<file path="src/ic_pkg.sv">
// shared types and constants for the inversion counter
package ic_pkg;

	localparam int MAX_ITEMS   = 1024;
	localparam int VALUE_WIDTH = 32;
	localparam int IDX_W       = $clog2(MAX_ITEMS);
	localparam int CNT_W       = IDX_W + 1;
	localparam int TOTAL_W     = 19;
	localparam logic [TOTAL_W-1:0] TOTAL_MAX = {TOTAL_W{1'b1}};

	typedef struct packed {
		logic signed [31:0] value;
		logic               last;
	} item_t;

	typedef struct packed {
		logic [TOTAL_W-1:0] inversion_total;
		logic               overflow;
	} result_t;

	// word travelling down the cell chain
	typedef struct packed {
		logic                   valid;
		logic                   last;
		logic                   ovf;
		logic                   active;
		logic [IDX_W-1:0]       down;
		logic [VALUE_WIDTH-1:0] key;
		logic [IDX_W-1:0]       cnt;
	} tok_t;

endpackage

</file>
<file path="src/ic_cell.sv">
// one chain cell: holds one stored key and counts greater keys for passing words
module ic_cell import ic_pkg::*; (
	input  logic clk,
	input  logic arst_n,
	input  logic adv,
	input  tok_t tok_in,
	output tok_t tok_out
);

	logic [VALUE_WIDTH-1:0] key_q;
	tok_t                   tok_q;
	tok_t                   tok_nxt;
	logic                   store;

	always_comb begin
		tok_nxt = tok_in;
		store   = 1'b0;
		if (tok_in.valid && tok_in.active) begin
			if (tok_in.down == '0) begin
				// this is the word's own slot: store it and stop comparing
				store          = 1'b1;
				tok_nxt.active = 1'b0;
			end else begin
				if (key_q > tok_in.key) begin
					tok_nxt.cnt = tok_in.cnt + IDX_W'(1);
				end
				tok_nxt.down = tok_in.down - IDX_W'(1);
			end
		end
	end

	always_ff @(posedge clk or negedge arst_n) begin
		if (!arst_n) begin
			tok_q <= '0;
		end else if (adv) begin
			tok_q <= tok_nxt;
		end
	end

	always_ff @(posedge clk) begin
		if (adv && store) begin
			key_q <= tok_in.key;
		end
	end

	assign tok_out = tok_q;

endmodule

</file>
<file path="config.mk">
export PLATFORM = sky130hd
export DESIGN_NAME = ic_cell
export DESIGN_NICKNAME = d
export VERILOG_FILES = /design/src/ic_pkg.sv /design/src/ic_cell.sv
export SDC_FILE = /design/constraint.sdc
export NUM_CORES = 1
export LEC_CHECK = 0
export ABC_AREA = 0
export BUFFER_PORTS_ARGS = -buffer_cell sky130_fd_sc_hd__buf_2
export CAP_MARGIN = 10
export CELL_PAD_IN_SITES_DETAIL_PLACEMENT = 0
export CELL_PAD_IN_SITES_GLOBAL_PLACEMENT = 1
export CORE_MARGIN = 2
export CORE_UTILIZATION = 26
export CTS_CLUSTER_DIAMETER = 200
export DETAILED_ROUTE_END_ITERATION = 8
export PLACE_DENSITY_LB_ADDON = 0.1
export RECOVER_POWER = 100
export SYNTH_ARGS = -nofsm -noshare
export SYNTH_HDL_FRONTEND = slang
export SYNTH_SLANG_ARGS = --single-unit
export TNS_END_PERCENT = 30
</file>
<file path="constraint.sdc">
create_clock -name clk -period 3.5 [get_ports clk]
set_clock_uncertainty 0.05 [all_clocks]
set_input_delay 0.7 -clock clk [delete_from_list [all_inputs] [get_ports clk]]
set_output_delay 0.7 -clock clk [all_outputs]
set_load 0.01 [all_outputs]
</file>
# --- After elaboration in Yosys (flattened, before gate mapping) ---
# Index checks and enable logic that the tools add are counted.
op_classes:
  n_addsub: 2
  magnitude_cmp: 1
  n_mux: 8
  n_reduce_logical: 3
op_table:
  columns: ["op", "n"]
  rows:
  - ["two-way mux 10 bit", 4]
  - ["> comparator 32 bit", 1]
  - ["two-way mux 11 bit", 1]
  - ["adder 10 x 1 -> 10 bit (second input constant)", 1]
  - ["logical NOT 10 bit", 1]
  - ["subtractor 10 x 1 -> 10 bit (second input constant)", 1]
  - ["two-way mux 1 bit", 3]
  - ["logical AND 1 bit", 2]
word_totals:
  ff_bits: 88
  inputBits: 59
  output_inout_bits: 56

# --- Logic depth before layout (Yosys ltp) ---
# Gate-level depths: netlist of run 1.
logic_depth:
  depth_word: 4
  mapped_depth: 9
  mapped_depth_nobuf: 9

# --- Worst setup path after synthesis of run 1 ---
# No wires, ideal clock.
synth_timing:
  path_type: "input -> register"
  startpoint: "input tok_in[47] in the netlist's numbering"
  endpoint: "register key_q[0] (enable)"
  setup_time_ps: 392
  arrival_time_ps: 2416
  required_time_ps: 3058
  path_slack_ps: 642
  path_stages: 3
  path_cell_list: "or4_4 nor4_4 and3_1"
synth_via:
  elab_chain_len: 4
synth_lines:
  columns: ["element", "line_no", "rtl"]
  rows:
  - ["from (decl)", "ic_cell.sv:6", "input tok_t tok_in,"]
  - ["logical NOT 10 bit", "ic_cell.sv:19", "if (tok_in.down == '0) begin"]
  - ["two-way mux 1 bit", "ic_cell.sv:19", null]
  - ["two-way mux 1 bit", "ic_cell.sv:18", "if (tok_in.valid && tok_in.active) begin"]
  - ["logical AND 1 bit", "ic_cell.sv:41", "if (adv && store) begin"]
  - ["to (signal assigned)", "ic_cell.sv:42", "key_q <= tok_in.key;"]
  - ["to (decl)", "ic_cell.sv:10", "logic [VALUE_WIDTH-1:0] key_q;"]
# Every way passes these cells.
# A chain may end at the register's enable or synchronous reset.

# --- Final worst setup path of run 1 ---
layout_timing:
  startpoint: "input tok_in[40] in the netlist's numbering"
  endpoint: "register tok_q, in the netlist tok_out[4]"
layout_via:
  elab_chain_len: 4
layout_lines:
  columns: ["element", "line_no", "rtl"]
  rows:
  - ["> comparator 32 bit", "ic_cell.sv:24", "if (key_q > tok_in.key) begin"]
  - ["two-way mux 10 bit", "ic_cell.sv:24", null]
  - ["two-way mux 10 bit", "ic_cell.sv:19", null]
  - ["two-way mux 10 bit", "ic_cell.sv:18", null]
  - ["to (signal assigned)", "ic_cell.sv:36", "tok_q <= tok_nxt;"]
  - ["to (decl)", "ic_cell.sv:11", "tok_t tok_q;"]
# Every way passes these cells.

==> summary.md, run 1 <==
| Metric | Value |
|---|---|
| Status | finished clean |
| Grt ovf | 0 |
| DR vias/cell | 4.36 |
| Ys flop type | dfrtp_1 |
| Hold Path Sink | tok_out[40]$_DFFE_PN0P_ |
| Post-synthesis cell type count | 42 |
| CTS Buf Count | 9 |
| Pre-antenna DRT Iters | 4 |
| First-pass GRT wire length | 16200 um |
| Post-Synth XOR/XNOR Area | 0.0262 |
| Fraction of synthesized area in multiplexers | 0.101 |
| Most frequent cell after synthesis | dfrtp_1 |
| Min-delay src | tok_out[40]$_DFFE_PN0P_ |
| Port buffer count | 114 |
| Synth cell count leaders | 56 x dfrtp_1, 39 x inv_1, 38 x mux2_2, 34 x a21oi_1, 34 x ha_1 |
| Share of synthesized registers carrying an async set or reset | 0.636 |
| Final core utilization | 0.325 |
| WS Path Type | primary input to flip-flop |
| Final setup viols | 0 |
| Initial antenna violation count | 0 |
| Power Total | 2.50 mW |
| Starting Density | 0.264 |
| Die Width | 133 um |
| Height of the die | 133 um |
| Vias in the first global route | 3045 |
| R2r worst-path depth | 8 |
| Largest cells by area after synthesis | dfrtp_1 32%, edfxtp_1 22%, mux2_2 9.8%, ha_1 9.8%, a21oi_1 3.9% |
| Final antenna-violating net count | 0 |
| DP Cell Count | 691 |
| Hold Vio Cnt, Final | 0 |
| Largest family of logic cells by synthesized area | multiplexers |
| Hold WS | 0.453 ns |
| GP Congestion | 0.692 |
| Least-Margin Pin Slew | 1.46 ns |
| RSZ-0062 raised after global routing | false |
| Seq/Total Area, Yosys | 0.543 |
| Root Driver | clkbuf_16 |
| Mean Syn Cell Area | 12.0 um^2 |
| R2r endpoint | tok_out[9]$_DFFE_PN0P_ |
| Post-CTS resize count | 0 |
| Yosys reg bits | 88 |
| Share of layout cells above drive strength 1 | 0.175 |
| Placeable Area | 16500 um^2 |
| Flop-to-flop setup slack | 0.71 ns |
| CTS Hold Buffers Added | 0 |
| Bufs on Longest Clock Path | 2 |
| Syn Inst Count | 362 |
| Clock-pin transition on the worst setup and hold timing paths | 0.07 ns |
| CTS tree | yes |
| Sequential power share | 0.466 |
| Area leader, netlist | dfrtp_1 |
| Max incr delay on CP | 0.42 ns |
| CP max FO | 4 |
| Final WL | 10000 um |
| EDFF count, synth | 32 |
| Comb power frac | 0.119 |
| Post-DP HPWL | 7280 um |
| Final-report max-slew violation count | 0 |
| CP top delay family | compound AO/OA/AOI/OAI gates |
| Fin nets | 575 |
| Highest Clock Rate | 337 MHz |
| Endpoint kind of the worst setup timing path | flip-flop |
| Worst min path class | flip-flop to flip-flop |
| Rows | 47 |
| Post-CTS Setup Bufs | 0 |
| Vias | 3086 |
| Gr usage total | 0.118 |
| Largest net degree at the start of global routing | 57 |
| Crit-path cells | clkbuf_1 -> inv_1 -> ha_1 -> nand4_1 -> nor3_1 -> a211oi_1 -> a21boi_0 -> o21ai_0 -> or3_1 -> a31oi_1 |
| CP Data Arrival Time | 3.19 ns |
| Fraction of the cycle the final worst path needs | 0.847 |
| H-tree depth | 3 |
| Rel. slew slack | 0.0281 |
| Peak supply drop | 0.271 mV |
| Synth-to-layout area growth | 23.0% |
| Sink Count | 88 |
| Required time of the worst setup path | 3.73 ns |
| CP Launch Type | primary input |
| Number of remaining DRC errors | 0 |
| Slowest-stage cell, CP | or3_1 |
| Final std cells w/o fill | 707 |
| Net Sw Frac | 0.248 |
| Worst-Skew Late Latency | 0.35 ns |
| Minimum clock period after layout | 2.96 ns |
| Synth Area in Adders | 0.0977 |
| Compound-cell area share of the yosys netlist | 0.0868 |
| Syn Std Cell Area | 4350 um^2 |
| Die ar. | 17800 um^2 |
| Switch Pwr | 0.621 mW |
| Setup TNS | 0 ns |
| CP Buf/Inv Count | 2 |
| P_int | 1.88 mW |
| FF-to-FF Start | key_q[14]$_DFFE_PP_ |
| Synth Area in Simple Gates | 0.0983 |
| Number of max-cap violations | 0 |
| Worst hold stages | 1 |
| Clock group share of total power | 0.415 |
| Initial drt markers | 124 |
| LEAKAGE | 2.20 nW |
| Synth top area share | 0.322 |
| Ant diodes | 0 |
| Drt wl/cell | 14.2 um |
| Synthesis warning total | 0 |
| Net Count, Synth | 455 |
| # IOs | 115 |
| Power Dens Cells | 468 nW/um^2 |
power groups by stage:
| stage | Sequential [mW] | Clock [mW] | Combinational [mW] |
|---|---|---|---|
| finish | 1.17 | 1.04 | 0.299 |
| global route | 1.17 | 1.12 | 0.338 |
| CTS | 1.16 | 1.08 | 0.334 |
| detailed placement | 1.18 | 0 | 0.333 |
| global placement | 1.18 | 0 | 0.330 |
| floorplan | 1.22 | 0 | 0.137 |
how the worst max path moves through the flow:
stage,from,endpoint,slack [ns],cells after the start
2_1_floorplan,tok_in[47],key_q[0]$_DFFE_PP_,0.64,3
3_3_place_gp,tok_in[40],tok_out[4]$_DFFE_PN0P_,0.40,10
3_5_place_dp,tok_in[40],tok_out[4]$_DFFE_PN0P_,0.35,10
4_1_cts,tok_in[24],tok_out[9]$_DFFE_PN0P_,0.73,10
5_1_grt,tok_in[40],tok_out[4]$_DFFE_PN0P_,0.30,10
6_report,tok_in[40],tok_out[4]$_DFFE_PN0P_,0.54,10
through the flow:
stage	worst slack, ns	area, um^2
global route	0.302	5360
detailed placement	0.349	5180
finish	0.536	5360
floorplan	0.642	4350
global placement	0.401	5180
CTS	0.729	5500
logic make-up (layout without fill, tap and decap cells):
kind of cell,Yosys count,in the layout
xor gates and xnor gates,13,13
AOI/OAI and AO/OA,60,60
buffers and inverters,48,173
muxes,39,39
and+or+nand+nor,80,80
DFF,88,88
adders and majority gates,34,34
metal layers:
metal / global-route usage / wire length [um] / vias up
li1: - / - / 1534
met1: 0.163 / 4970 / 1460
met2: 0.175 / 4370 / 80
met3: 0.0274 / 475 / 12
met4: 0.0550 / 210 / 0
met5: 0 / 0 / -
sequential cells by signal (all words and copies together), names as in the netlist:
name / flops
tok_out: 56
key_q: 32
cell type report:
cell class                 count  area (um^2)
timing repair buffer         118          502
sequential                    88         2360
fill                        1769        11100
tap                          220          275
clock inverter                 5         81.3
multi-input combinational    226         1760
clock buffer                  11          233
inverter                      39          146
cell usage in the layout (no fill, tap or decap), types with 2 or more instances in the layout:
master	instances
clkbuf_1	91
or4_1	2
inv_1	39
a22oi_1	2
nor3_1	7
nand3_1	9
buf_2	24
mux2_2	38
a21oi_1	35
o21ai_0	10
o211ai_1	3
edfxtp_1	32
nor4_1	2
xor2_1	9
dfrtp_1	56
ha_1	34
a21boi_0	2
and2_1	2
or3_1	3
xnor2_1	4
nor2_1	25
clkbuf_16	9
buf_4	3
o2111ai_1	3
nand2_1	12
a31oi_1	2
and3_1	4
bufinv_16	2
nand4_1	7
Power figures use the tool's default switching activity.
==> run 2: changes to the inputs <==
Clock period 3.5 ns to 2.4 ns, I/O delays scaled along.
==> run 2 against run 1 <==
  * The flow now finishes with violations (capacitance limit, slew limit, setup timing)
  * Critical path depth shrank 2
  * Sequential power grew 45%
  * Die area is the same
  * First-iteration DRC count grew 3.2%
  * Non-clock buffer count grew 41
==> summary.md, run 2 (same netlist as run 1, synthesis figures left out) <==
| Metric | Value |
|---|---|
| Status | finished, violations left |
| Failing checks | capacitance limit, slew limit, setup timing |
| Die Width | 133 um |
| Fin nets | 616 |
| Rows | 47 |
| Ant diodes | 0 |
| CP Launch Type | flip-flop |
| R2r endpoint | tok_out[4]$_DFFE_PN0P_ |
| DP Cell Count | 730 |
| Net Sw Frac | 0.257 |
| Fillers | 1754 |
| Power Dens Cells | 600 nW/um^2 |
| Largest net degree at the start of global routing | 57 |
| Worst hold stages | 2 |
| CTS tree | yes |
| CP Data Arrival Time | 2.74 ns |
| Highest Clock Rate | 396 MHz |
| GP Congestion | 0.698 |
| Final antenna-violating net count | 0 |
| Sink Count | 88 |
| Endpoint kind of the worst setup timing path | flip-flop |
| Post-DP HPWL | 7930 um |
| Fraction of the cycle the final worst path needs | 1.05 |
| Bufs on Longest Clock Path | 2 |
| P_int | 2.57 mW |
| Grt ovf | 0 |
| Clock-pin transition on the worst setup and hold timing paths | 0.06 ns |
| Gr usage total | 0.122 |
| Required time of the worst setup path | 2.62 ns |
| Worst-Skew Late Latency | 0.35 ns |
| LEAKAGE | 2.39 nW |
| Hold Vio Cnt, Final | 0 |
| Flop-to-flop setup slack | -0.12 ns |
| Number of max-cap violations | 1 |
| Final WL | 10600 um |
| Least-Margin Pin Slew | 1.53 ns |
| Height of the die | 133 um |
| Commonest non-fill, non-tap cell in the layout | clkbuf_1 |
| Final setup viols | 7 |
| First-pass GRT wire length | 16800 um |
| WS Path Type | flip-flop to flip-flop |
| Min-delay src | tok_in[54] |
| CTS Hold Buffers Added | 0 |
| Post-route worst setup slack | -0.124 ns |
| Comb power frac | 0.143 |
| Commonest non-fill, non-tap cells in the layout | 89 x clkbuf_1, 56 x dfrtp_1, 38 x inv_1, 38 x mux2_2, 34 x a21oi_1 |
| Root Driver | clkbuf_16 |
| Final std cells w/o fill | 748 |
| # IOs | 115 |
| Minimum clock period after layout | 2.52 ns |
| Synth-to-layout area growth | 32.6% |
| R2r worst-path depth | 8 |
| DR vias/cell | 4.27 |
| Post-route cell area | 5770 um^2 |
| Switch Pwr | 0.891 mW |
| Crit-path cells | ha_4 -> nand4_1 -> or3_4 -> a21o_4 -> a311oi_4 -> o21ai_2 -> or3_1 -> a31oi_1 |
| CP max FO | 3 |
| DP Area | 5500 um^2 |
| Hold Path Sink | tok_out[54]$_DFFE_PN0P_ |
| Vias in the first global route | 3272 |
| Sequential power share | 0.492 |
| Starting Density | 0.264 |
| Max reg flops | 56 |
| RSZ-0062 raised after global routing | true |
| Clock group share of total power | 0.365 |
| Peak supply drop | 0.326 mV |
| Number of remaining DRC errors | 0 |
| Worst min path class | primary input to flip-flop |
| Max incr delay on CP | 0.42 ns |
| Seq. cell area | 2360 um^2 |
| Port buffer count | 114 |
| Setup TNS | -0.417 ns |
| FF-to-FF Start | key_q[11]$_DFFE_PP_ |
| H-tree depth | 3 |
| Initial drt markers | 128 |
| Footprint of the multi-input gates | 1930 um^2 |
| Slowest-stage cell, CP | edfxtp_1 |
| Pre-antenna DRT Iters | 4 |
| Rel. slew slack | -0.0183 |
| Die ar. | 17800 um^2 |
| Share of layout cells above drive strength 1 | 0.282 |
| Initial antenna violation count | 0 |
| CTS Buf Count | 9 |
| Placeable Area | 16500 um^2 |
| Drt wl/cell | 14.2 um |
| Final-report max-slew violation count | 57 |
| Vias | 3197 |
run 2: cell types whose count changed in the layout (fill, tap and decap cells not counted), moves of 3 or more:
cell      change
buf_4        +25
buf_2         +9
clkbuf_4      +8
ha_1          -7
ha_4          +7
clkbuf_2      +3
o21ai_0       -3
run 2: power by group through the flow:
stage / combinational (mW) / clock [mW] / sequential [mW]
after floorplan: 0.199 / 0 / 1.77
after global placement: 0.523 / 0 / 1.73
after detailed placement: 0.528 / 0 / 1.73
after CTS: 0.538 / 1.32 / 1.70
after global routing: 0.555 / 1.37 / 1.71
final: 0.495 / 1.26 / 1.70
run 2: worst max path at each step:
stage,from,to,slack (ns),depth (start not counted)
6_report,key_q[11]$_DFFE_PP_,tok_out[4]$_DFFE_PN0P_,-0.12,8
3_5_place_dp,tok_in[23],tok_out[9]$_DFFE_PN0P_,-0.43,10
2_1_floorplan,tok_in[24],tok_out[9]$_DFFE_PN0P_,-0.17,9
4_1_cts,key_q[15]$_DFFE_PP_,tok_out[9]$_DFFE_PN0P_,-0.12,8
5_1_grt,key_q[11]$_DFFE_PP_,tok_out[4]$_DFFE_PN0P_,-0.25,8
3_3_place_gp,tok_in[24],tok_out[9]$_DFFE_PN0P_,-0.37,10
run 2: layer usage:
layer / up-vias / GRT usage / routed length [um]
met4: 0 / 0.0585 / 201
li1: 1626 / - / -
met3: 10 / 0.0308 / 550
met2: 74 / 0.188 / 4750
met5: - / 0 / 0
met1: 1487 / 0.162 / 5110
run 2: worst max-delay path: cells and delay by family (launching register included):
kind            cells  cell delay (ns)
simple gates        3             0.90
flops               1             0.42
compound gates      4             0.78
fa+ha+maj           1             0.30
run 2: cell type report:
type                    instances  share of cell area
flip-flops and latches         88               0.409
multi-input cells             226               0.334
repair buffers                159               0.140
well taps                     220              0.0477
clock buffers                  14              0.0423
inverters                      39              0.0254
clock inverters                 2             0.00152
run 2: repair_timing:
item | in CTS | in global routing
buffers inserted | 1 | 1
pin swaps | 13 | 9
endpoints found under the setup margin | 10 | 10
resized for setup | 8 | 15
run 2: through the flow:
stage / hold slack, ns / utilization / power (mW) / worst slack [ns]
after floorplan: 0.134 / - / 1.97 / -0.173
after global placement: 0.436 / 0.334 / 2.25 / -0.367
after detailed placement: 0.440 / 0.334 / 2.26 / -0.433
after CTS: 0.273 / 0.353 / 3.56 / -0.123
after global routing: 0.319 / 0.351 / 3.64 / -0.245
final: 0.317 / 0.351 / 3.46 / -0.124
