### src/ic_pkg.sv
// shared types and constants for the inversion counter
package ic_pkg;

	localparam int MAX_ITEMS   = 1024;
	localparam int VALUE_WIDTH = 32;
	localparam int IDX_W       = $clog2(MAX_ITEMS);
	localparam int CNT_W       = IDX_W + 1;
	localparam int TOTAL_W     = 19;
	localparam logic [TOTAL_W-1:0] TOTAL_MAX = {TOTAL_W{1'b1}};

	typedef struct packed {
		logic signed [31:0] value;
		logic               last;
	} item_t;

	typedef struct packed {
		logic [TOTAL_W-1:0] inversion_total;
		logic               overflow;
	} result_t;

	// word travelling down the cell chain
	typedef struct packed {
		logic                   valid;
		logic                   last;
		logic                   ovf;
		logic                   active;
		logic [IDX_W-1:0]       down;
		logic [VALUE_WIDTH-1:0] key;
		logic [IDX_W-1:0]       cnt;
	} tok_t;

endpackage

### src/ic_tail.sv
// chain exit: sums per-word counts and holds the result register
module ic_tail import ic_pkg::*; (
	input  logic    clk,
	input  logic    arst_n,
	input  tok_t    tok_in,
	output logic    adv,
	output logic    result_valid,
	input  logic    result_stall,
	output result_t result
);

	logic [TOTAL_W-1:0] total_q;
	logic               ovf_q;
	logic               out_valid_q;
	result_t            out_q;
	logic [TOTAL_W:0]   sum;
	logic [TOTAL_W-1:0] sat;
	logic               hold;
	logic               take;

	assign take = out_valid_q && !result_stall;
	// only a last word needs the result register free
	assign hold = out_valid_q && result_stall && tok_in.valid && tok_in.last;
	assign adv  = !hold;

	always_comb begin
		sum = {1'b0, total_q} + (TOTAL_W + 1)'(tok_in.cnt);
		if (sum > {1'b0, TOTAL_MAX}) begin
			sat = TOTAL_MAX;
		end else begin
			sat = sum[TOTAL_W-1:0];
		end
	end

	always_ff @(posedge clk or negedge arst_n) begin
		if (!arst_n) begin
			total_q     <= '0;
			ovf_q       <= 1'b0;
			out_valid_q <= 1'b0;
		end else begin
			if (take) begin
				out_valid_q <= 1'b0;
			end
			if (adv && tok_in.valid) begin
				if (tok_in.last) begin
					total_q     <= '0;
					ovf_q       <= 1'b0;
					out_valid_q <= 1'b1;
				end else begin
					total_q <= sat;
					ovf_q   <= ovf_q | tok_in.ovf;
				end
			end
		end
	end

	always_ff @(posedge clk) begin
		if (adv && tok_in.valid && tok_in.last) begin
			out_q.inversion_total <= sat;
			out_q.overflow        <= ovf_q | tok_in.ovf;
		end
	end

	assign result_valid = out_valid_q;
	assign result       = out_q;

endmodule

### config.mk
export PLATFORM = sky130hd
export DESIGN_NAME = ic_tail
export DESIGN_NICKNAME = d
export VERILOG_FILES = /design/src/ic_pkg.sv /design/src/ic_tail.sv
export SDC_FILE = /design/constraint.sdc
export NUM_CORES = 1
export LEC_CHECK = 0
export ABC_AREA = 1
export BUFFER_PORTS_ARGS = -buffer_cell sky130_fd_sc_hd__clkbuf_2
export CAP_MARGIN = 20
export CORE_MARGIN = 10
export CORE_UTILIZATION = 54
export DETAILED_ROUTE_END_ITERATION = 8
export HOLD_SLACK_MARGIN = 0.02
export PLACE_DENSITY = 0.9
export SETUP_SLACK_MARGIN = 0.1
export SYNTH_ARGS = -nofsm -noshare
export SYNTH_HDL_FRONTEND = slang
export SYNTH_SLANG_ARGS = --single-unit
### constraint.sdc
create_clock -name clk -period 5.3 [get_ports clk]
set_clock_uncertainty 0.2 [all_clocks]
set_input_delay 1.06 -clock clk [delete_from_list [all_inputs] [get_ports clk]]
set_output_delay 1.06 -clock clk [all_outputs]
set_load 0.1 [all_outputs]
After elaboration in Yosys (flattened, before gate mapping)
Cells that the tools add are included.
Word-level totals
  bits in registers: 41
  latch bits: 0
  memory bits (writable): 0
  bits in read-only memories: 0
  bits of input ports: 59
  output and inout bits: 22
  logic and storage cells: 22
  memories kept: 0
Cells by class
  add/sub/neg operators: 1
  $mul: 0
  div/mod/pow operators: 0
  order comparisons: 1
  eq/ne operators: 0
  shift-type cells: 0
  mux-type cells: 6
  bitwise operators: 1
  reductions and logical operators: 8
Operators by type and width (count)
  19-bit 2-to-1 mux: 2
  19-bit by 10-bit adder with 20-bit output: 1
  20-bit by 19-bit greater-than comparator with 1-bit output, second input constant: 1
  1-bit logical AND: 6
  1-bit 2-to-1 mux: 4
  1-bit zero test: 2
  1-bit OR: 1

Depth between registers and ports, before layout
Gate-level depths: netlist of run 1.
  depth in word-level cells: 6
  depth in mapped cells: 12
  gate-level depth less buffers: 12

Worst setup path before layout of run 1
Ideal clock, no wire load.
  path type: reg2reg
  start: register out_valid_q, in the netlist result_valid
  end: register out_q (netlist bit result[0]), enable pin
  library setup time: 336 ps
  arrival time: 2998 ps
  required time: 4764 ps
  path slack: 1766 ps
  stages on the path, launching flop included: 7
  path buffers: 1
  clock period less this slack: 3534 ps
  cell sequence: dfrtp_1 > nand4_1 > nand2_1 > buf_2 > inv_1 > nand2_1 > inv_1
On the way
  longest elaborated chain between the ends: 6
Ends and longest elaborated chain
  start: declaration: RTL line ic_tail.sv:14  | logic out_valid_q;
  start signal: assignment: RTL line ic_tail.sv:39  | out_valid_q <= 1'b0;
  start signal: assignment: RTL line ic_tail.sv:42  | out_valid_q <= 1'b0;
  start signal: assignment: RTL line ic_tail.sv:48  | out_valid_q <= 1'b1;
  1-bit logical AND (3 in series): RTL line ic_tail.sv:23  | assign hold = out_valid_q && result_stall && tok_in.valid && tok_in.last;
  1-bit zero test: RTL line ic_tail.sv:24  | assign adv = !hold;
  named net adv: RTL line ic_tail.sv:6  | output logic adv,
  1-bit logical AND (2 in series): RTL line ic_tail.sv:58  | if (adv && tok_in.valid && tok_in.last) begin
  end: declaration: RTL line ic_tail.sv:15  | result_t out_q;
The timed path passes the listed nets, and every way through them passes these cells.
A chain may end at the register's enable or synchronous reset.

Final worst setup path of run 1
  start: input result_stall
  end: output adv
On the way
  longest elaborated chain between the ends: 4
Ends and longest elaborated chain
  start: declaration: RTL line ic_tail.sv:8  | input logic result_stall,
  1-bit logical AND (3 in series): RTL line ic_tail.sv:23
  1-bit zero test: RTL line ic_tail.sv:24
  end: declaration: RTL line ic_tail.sv:6
Every way passes these cells.

==> flow_summary.ini, run 1 <==
[floorplanning]
die_width_um = 86.7
num_io_pins = 81
core-area_um2 = 4320
rows = 24
die_h_um = 86.7
dieArea_um2 = 7520
initial_core_util = 0.556

[drt]
drtPass1Iterations = 4
drtIter0Drc = 123
drcViolationCount = 0
vias = 1867
wl_per_cell_um = 13.2
viasPerCell = 5.05
routed_wl_um = 4890
ant_nets = 0

[synth]
synth_common_cells = 109 x nand2_1, 28 x inv_1, 21 x dfrtp_1
ys_types = 29
synth_area_per_cell_um2 = 8.65
yosysSeqAreaShare = 0.468
synthesis.nets = 348
yosysTopAreaCell = edfxtp_1
synthTopCellsByArea = edfxtp_1 25%, dfrtp_1 22%, nand2_1 17%
yosys_warnings = 0
synth_top_flop_cell = dfrtp_1
synth-seq-cells = 41
syn_inst = 278
syn-cell-area_um2 = 2400
async_flop_share = 0.512
synth_top_area_frac = 0.250
yosysMostFrequentCell = nand2_1
synth_edf_count = 20

[setup_path]
max_stage_delay_ps = 480
r2r_slack_ps = 2840
critPathCaptureType = primary output
critical_path.max_fanout = 2
cp_cell_sequence = clkbuf_2 -> nand4_1 -> clkbuf_2
cp-start-kind = primary input
cp_top_family = buffers and inverters
worstRegToRegCells = 5
cp-startpoint = result_stall
arrival_ps = 1730
cp-endpoint = adv
crit_required_ps = 4040
r2r-start = result_valid
cp_common_cell = clkbuf_2
cp_num_buf_inv = 2
crit_slowest_cell = clkbuf_2
r2r-end = result[16]
cp.depth = 3
crit_type = primary input to primary output

[layout]
areaGrowthSynthToFinish_pct = 12.0
final_util = 0.623
multiInputGateArea_um2 = 1110
nFillCells = 376
regArea_um2 = 1130
antenna_cells = 0
drive_gt1_frac = 0.208
nNetsFinal = 388

[sta]
finalSetupViolations = 0
period_share = 0.565
period_needed_ps = 2990
hold_viol = 0
final-max-slew-violation-count = 0
worst_pin_slew_ps = 797
rsz0062_at_grt = no
slew-limit-headroom = 0.468
fmax_ghz = 0.334
fin_tns_setup_ps = 0

[clock_network]
cts_made_buffers = 5
root_buffer = clkbuf_8
path_clk_slew_ps = 70
post_cts_buffers = 0
cts_resized = 0
cts_tree = built
cts_sinks = 41
ctsHoldBuffers = 0
htree_levels = 2
clk_latency_ps = 290
clk_path_buf_depth = 2

[status]
status = finished, final reports clean

[pwr]
p_leak_nw = 1.41
ir_worst_vdd_mv = 0.215
p_per_area_nw_per_um2 = 447

[global_routing]
grt_pass1_vias = 1901
grt_max_degree = 22
antenna_found_initial = 0
gr-total-overflow = 0
grt_util_all_layers = 0.142
grt_pass1_wl_um = 8600

[placement]
dp_hpwl_um = 3500
io_buffers = 37
globalplace.congestion = 0.883

[min_path]
min-delay-start = total_q[2]
min-delay-path-class = flip-flop to flip-flop
whs_path_depth = 2

[run]
max_cap_violations = 0
layer usage:
| layer | global-route usage | routed length [um] | share of wire | vias to the layer above |
|---|---|---|---|---|
| li1 | - | - | - | 967 |
| met1 | 0.153 | 1900 | 0.39 | 853 |
| met2 | 0.250 | 2540 | 0.52 | 41 |
| met3 | 0.0525 | 380 | 0.078 | 6 |
| met4 | 0.0427 | 61 | 0.012 | 0 |
| met5 | 0 | 0 | 0 | - |
registers in the layout, summed over array words and instances, names as in the netlist:
signal,count
ovf_q,1
result,20
result_valid,1
total_q,19
how the worst min path moves through the flow:
stage | to | slack [ps]
floorplan | total_q[0] | 250
global placement | total_q[3] | 260
detailed placement | total_q[2] | 270
CTS | total_q[2] | 290
global route | total_q[2] | 310
finish | total_q[2] | 290
metrics by stage:
stage                     instance area (um^2)  cells  hold slack, ps  power, W  setup WS, ps
after floorplan                           2400    278             253  0.000908          1770
after global placement                    2610    363             265  0.000983          2090
after detailed placement                  2610    363             274  0.000994          2030
after CTS                                 2690    370             293   0.00121          2300
after global routing                      2690    370             306   0.00128          2190
final                                     2690    370             288   0.00120          2310
worst register-to-register path, delay by kind of cell, from the launching register on:
family / cells / cell delay (ps)
simple gates: 3 / 650
buf+inv: 2 / 840
flops: 1 / 390
logic make-up (layout without fill, tap and decap cells):
group,after synthesis,count (layout),synth area share
buf+inv,34,74,0.0687
flops,41,41,0.468
fa+ha+maj,11,11,0.0604
xor+xnor,9,9,0.0328
simple gates,169,169,0.337
compound gates,14,14,0.0328
cells in the final DEF (no fill, tap or decap):
cell / netlist / final
xor2_1: 2 / 2
xnor2_1: 7 / 7
ha_1: 10 / 10
buf_4: 0 / 1
dfrtp_1: 21 / 21
edfxtp_1: 20 / 20
nand2_2: 4 / 4
nor2_1: 14 / 14
nand2_1: 109 / 109
clkbuf_2: 0 / 37
a21oi_1: 5 / 5
inv_2: 1 / 1
nand3b_1: 5 / 5
nor3_1: 2 / 2
inv_1: 28 / 28
o21ai_1: 1 / 1
fa_1: 1 / 1
clkbuf_8: 2 / 6
clkbuf_1: 1 / 1
o21ai_0: 5 / 5
a21o_1: 1 / 1
o211ai_1: 1 / 1
nand3_1: 14 / 14
and2_1: 2 / 2
a21oi_2: 1 / 1
nand4_1: 3 / 3
nand2_4: 12 / 12
nand3_2: 3 / 3
nor3_2: 1 / 1
report_power, final:
part	leakage, nW	total, W	internal, W	switching, W
registers	0.468	0.000435	0.000405	0.0000294
logic	0.896	0.000559	0.000163	0.000396
clock network	0.0443	0.000209	0.000103	0.000105
total	1.41	0.00120	0.000671	0.000531
area by class of cell:
class                           count  area share
Clock buffer                        7      0.0321
Timing Repair Buffer               38      0.0716
Sequential cell                    41       0.418
Multi-Input combinational cell    203       0.414
Tap cell                           52      0.0242
Inverter                           29      0.0404
Note: power is estimated with default switching activity, not from simulation.
==> inputs of run 2 (changes only) <==
- CORE_UTILIZATION: 54 -> 46
- PLACE_DENSITY: 0.9 -> 0.82
- clock period: 5.3 -> 2.5 ns (I/O delays scaled with it)
==> run 2 against run 1 <==
Clock-buffer cell count shrank 2. Sequential share of layout area down 1.3 points. Global-route usage shrank 2.0 points. Critical path type is now flip-flop to flip-flop. Largest cell class unchanged.
==> flow_summary.ini, run 2 (synthesis results as in run 1) <==
[setup_path]
cp-start-kind = flip-flop
r2r_slack_ps = 350
critical_path.max_fanout = 3
arrival_ps = 2000
critPathCaptureType = flip-flop
crit_required_ps = 2340
crit_type = flip-flop to flip-flop

[layout]
fin_cells = 394
drive_gt1_frac = 0.231
layout_common_cells = 108 x nand2_1, 37 x clkbuf_2, 27 x inv_1
areaGrowthSynthToFinish_pct = 15.9
final_util = 0.549
final_common_cell = nand2_1
antenna_cells = 0
largest_register_ffs = 20
nNetsFinal = 393
finalInstanceArea_um2 = 2790

[placement]
dpl-instance-area_um2 = 2690
dp_hpwl_um = 3620
io_buffers = 37
globalplace.congestion = 0.887
dp_cells = 385
pre_cts_ws_ps = 118

[pwr]
switchingPower_w = 0.00113
seq_power_share = 0.365
p_per_area_nw_per_um2 = 907
switching_share = 0.445
combPwrFrac = 0.467
power.share.clock = 0.168
p_int_w = 0.00140
p_leak_nw = 1.44
ir_worst_vdd_mv = 0.491

[clock_network]
clk_path_buf_depth = 2
cts_made_buffers = 5
cts_sinks = 41
ctsHoldBuffers = 1
cts_resized = 0
htree_levels = 2
path_clk_slew_ps = 80
clk_latency_ps = 300
cts_tree = built
post_cts_buffers = 0
root_buffer = clkbuf_8

[sta]
worst_pin_slew_ps = 570
layout_setup_ws_ps = 346
hold_viol = 0
period_share = 0.862
fmax_ghz = 0.464
rsz0062_at_grt = no
slew-limit-headroom = 0.620
final-max-slew-violation-count = 0
finalSetupViolations = 0
period_needed_ps = 2150

[floorplanning]
num_io_pins = 81
dieArea_um2 = 8520
die_width_um = 92.3
initial_core_util = 0.474
die_h_um = 92.3
rows = 26
core-area_um2 = 5070

[global_routing]
met2_usage = 0.203
use_met1 = 0.139
grt_util_all_layers = 0.121
grt_pass1_wl_um = 8490
grt_pass1_vias = 1912
grt_max_degree = 22
use_met3 = 0.0387
antenna_found_initial = 0
grt-busiest-layer = met2
gr-total-overflow = 0

[drt]
drtPass1Iterations = 4
ant_nets = 0
drcViolationCount = 0
vias = 1877
viasPerCell = 4.76
wl_per_cell_um = 12.3
routed_wl_um = 4830
drtIter0Drc = 114

[min_path]
min-delay-path-class = primary input to flip-flop

[run]
max_cap_violations = 0

[status]
status = finished, final reports clean
run 2: per-layer routing:
layer  share of wire  up-vias  wire, um
li1                -      979         -
met1            0.46      858      2230
met2            0.47       34      2290
met3           0.049        6       236
met4           0.016        0        78
met5               0        -         0
run 2: power groups by stage:
stage	clock, W	combinational, W	sequential [W]
finish	0.000425	0.00118	0.000924
global route	0.000461	0.00130	0.000940
CTS	0.000439	0.00118	0.000924
detailed placement	0	0.00118	0.000934
global placement	0	0.00117	0.000931
floorplan	0	0.000676	0.00125
run 2: worst paths after layout:
path / start / to / cells past startpoint
max reg2reg: total_q[0] / result[9] / 8
min reg2reg: total_q[3] / total_q[3] / 2
min: result_stall / result_valid / 3
max: total_q[0] / result[9] / 8
min in group asynchronous: arst_n / total_q[0] / 2
max in group asynchronous: arst_n / result_valid / 2
run 2: area by class of cell:
class                           count  area (um^2)
Clock buffer                        5         68.8
Sequential cell                    41         1130
Multi-Input combinational cell    203         1120
Clock inverter                      3         17.5
Tap cell                           70         87.6
Fill cell                         477         2290
Timing Repair Buffer               43          258
Inverter                           29          109
run 2: metrics by stage:
step	power, W	hold WS (ps)	setup TNS [ps]
floorplan	0.00193	4.41	-13460
global placement	0.00210	265	0
detailed placement	0.00211	270	0
CTS	0.00255	204	0
global route	0.00270	235	0
finish	0.00253	212	0
run 2: critical path, stage by stage (launching register included):
cell and delay [ps]:
dfrtp_1 350, ha_1 180, inv_1 60, fa_1 420, nor2_1 130, nor2_1 80
o21ai_0 210, xnor2_1 190, nand2_4 60
==> inputs of run 3 (changes only) <==
- CELL_PAD_IN_SITES_DETAIL_PLACEMENT: unset -> 1
- CELL_PAD_IN_SITES_GLOBAL_PLACEMENT: unset -> 1
- CORE_UTILIZATION: 46 -> 33
- PLACE_DENSITY: 0.82 -> 0.81
==> run 3 against run 2 <==
Sequential share of layout area decreased by 0.93 points. Die area increased by 30%. Cell count rose by 7.4%. Via count is 3.0% higher. Highest routed layer unchanged. Critical path depth unchanged. Non-clock buffer count unchanged. Clock power up 29%. Sequential cell count is the same.
==> flow_summary.ini, run 3 (synthesis results as in run 1) <==
[status]
status = finished, final reports clean

[drt]
drtIter0Drc = 82
drtPass1Iterations = 4
drcViolationCount = 0
vias = 1934
routed_wl_um = 5680
ant_nets = 0
wl_per_cell_um = 13.4
viasPerCell = 4.57

[pwr]
switching_share = 0.436
power_w = 0.00268
combPwrFrac = 0.450
p_leak_nw = 1.45
p_per_area_nw_per_um2 = 939
seq_power_share = 0.345
ir_worst_vdd_mv = 0.308
switchingPower_w = 0.00117
p_int_w = 0.00151
power.share.clock = 0.205

[setup_path]
cp_cell_sequence = ha_1 -> inv_1 -> fa_1 -> nor2_1 -> nor2_1 -> o21ai_0 -> xnor2_1 -> nand2_4
max_stage_delay_ps = 430
arrival_ps = 2040
critPathCaptureType = flip-flop
critical_path.max_fanout = 3
crit_required_ps = 2350
cp_common_cell = nor2_1
cp-start-kind = flip-flop
crit_slowest_cell = fa_1
crit_type = flip-flop to flip-flop
worstRegToRegCells = 8

[global_routing]
grt_max_degree = 22
grt_pass1_wl_um = 9960
gr-total-overflow = 0
antenna_found_initial = 0
grt_util_all_layers = 0.109
grt_pass1_vias = 2105

[clock_network]
post_cts_buffers = 0
clk_path_buf_depth = 2
cts_resized = 0
clk_latency_ps = 310
cts_tree = built
cts_made_buffers = 5
root_buffer = clkbuf_8
path_clk_slew_ps = 90
htree_levels = 2
ctsHoldBuffers = 1
cts_sinks = 41

[floorplanning]
num_io_pins = 81
initial_core_util = 0.335
core-area_um2 = 7180
dieArea_um2 = 11100
die_h_um = 105
rows = 31
die_width_um = 105

[placement]
dp_cells = 414
globalplace.congestion = 0.804
dp_hpwl_um = 4290
io_buffers = 37
dpl-instance-area_um2 = 2730

[sta]
worst_pin_slew_ps = 574
holdWs_ps = 217
fmax_ghz = 0.456
period_share = 0.877
finalSetupViolations = 0
final-max-slew-violation-count = 0
period_needed_ps = 2190
rsz0062_at_grt = no
hold_viol = 0
slew-limit-headroom = 0.617

[layout]
finalInstanceArea_um2 = 2850
nFillCells = 882
drive_gt1_frac = 0.231
antenna_cells = 0
final_common_cell = nand2_1
largest_register_ffs = 20
nNetsFinal = 393
areaGrowthSynthToFinish_pct = 18.6
fin_cells = 423
layout_common_cells = 108 x nand2_1, 37 x clkbuf_2, 27 x inv_1

[run]
max_cap_violations = 0

[min_path]
min-delay-path-class = primary input to flip-flop
whs_path_depth = 3
## run 3: changes by cell type in the layout (fill, tap and decap cells not counted)
cell	previous run	this run
clkinv_2	2	0
clkinv_4	0	1
bufinv_16	0	1
## run 3: worst paths after layout
check / end / from / slack [ps]
min in group asynchronous: total_q[16] / arst_n / 520
worst max register to register: result[9] / total_q[0] / 310
max in group asynchronous: result_valid / arst_n / 1150
worst max-delay path: result[9] / total_q[0] / 310
worst min register to register: total_q[4] / total_q[4] / 290
worst min-delay path: result_valid / result_stall / 220
## run 3: per-stage QoR
stage	utilization	worst slack [ps]	TNS, ps
final	0.397	306	0
after detailed placement	0.380	58.5	0
after floorplan	-	-495	-13460
after global placement	0.380	108	0
after CTS	0.397	276	0
after global routing	0.397	117	0
## run 3: critical path, delay by kind of cell (launching register included)
family | cells | cell delay [ps]
fa+ha+maj | 2 | 610
flops | 1 | 360
simple gates | 3 | 270
compound gates | 1 | 220
xor+xnor | 1 | 200
buf+inv | 1 | 60
## run 3: area by class of cell
class	count	area, um^2	area share
Timing Repair Buffer	43	258	0.0904
Sequential cell	41	1130	0.396
Tap cell	99	124	0.0434
Multi-Input combinational cell	203	1120	0.391
Inverter	29	109	0.0382
Clock inverter	3	46.3	0.0162
Clock buffer	5	68.8	0.0241
## run 3: per-layer routing
layer  GRT usage  part of all wire  up-vias  wire length, um
met5           0                 0        -                0
met4      0.0461             0.018        0              104
met3      0.0298             0.043        6              245
met2       0.185              0.48       36             2730
met1       0.128              0.46      918             2600
li1            -                 -      974                -
## run 3: power groups by stage
stage | combinational, W | clock [W] | sequential [W]
2_1_floorplan | 0.000676 | 0 | 0.00125
3_3_place_gp | 0.00119 | 0 | 0.000934
3_5_place_dp | 0.00121 | 0 | 0.000934
4_1_cts | 0.00122 | 0.000570 | 0.000923
5_1_grt | 0.00133 | 0.000603 | 0.000935
6_report | 0.00120 | 0.000550 | 0.000923
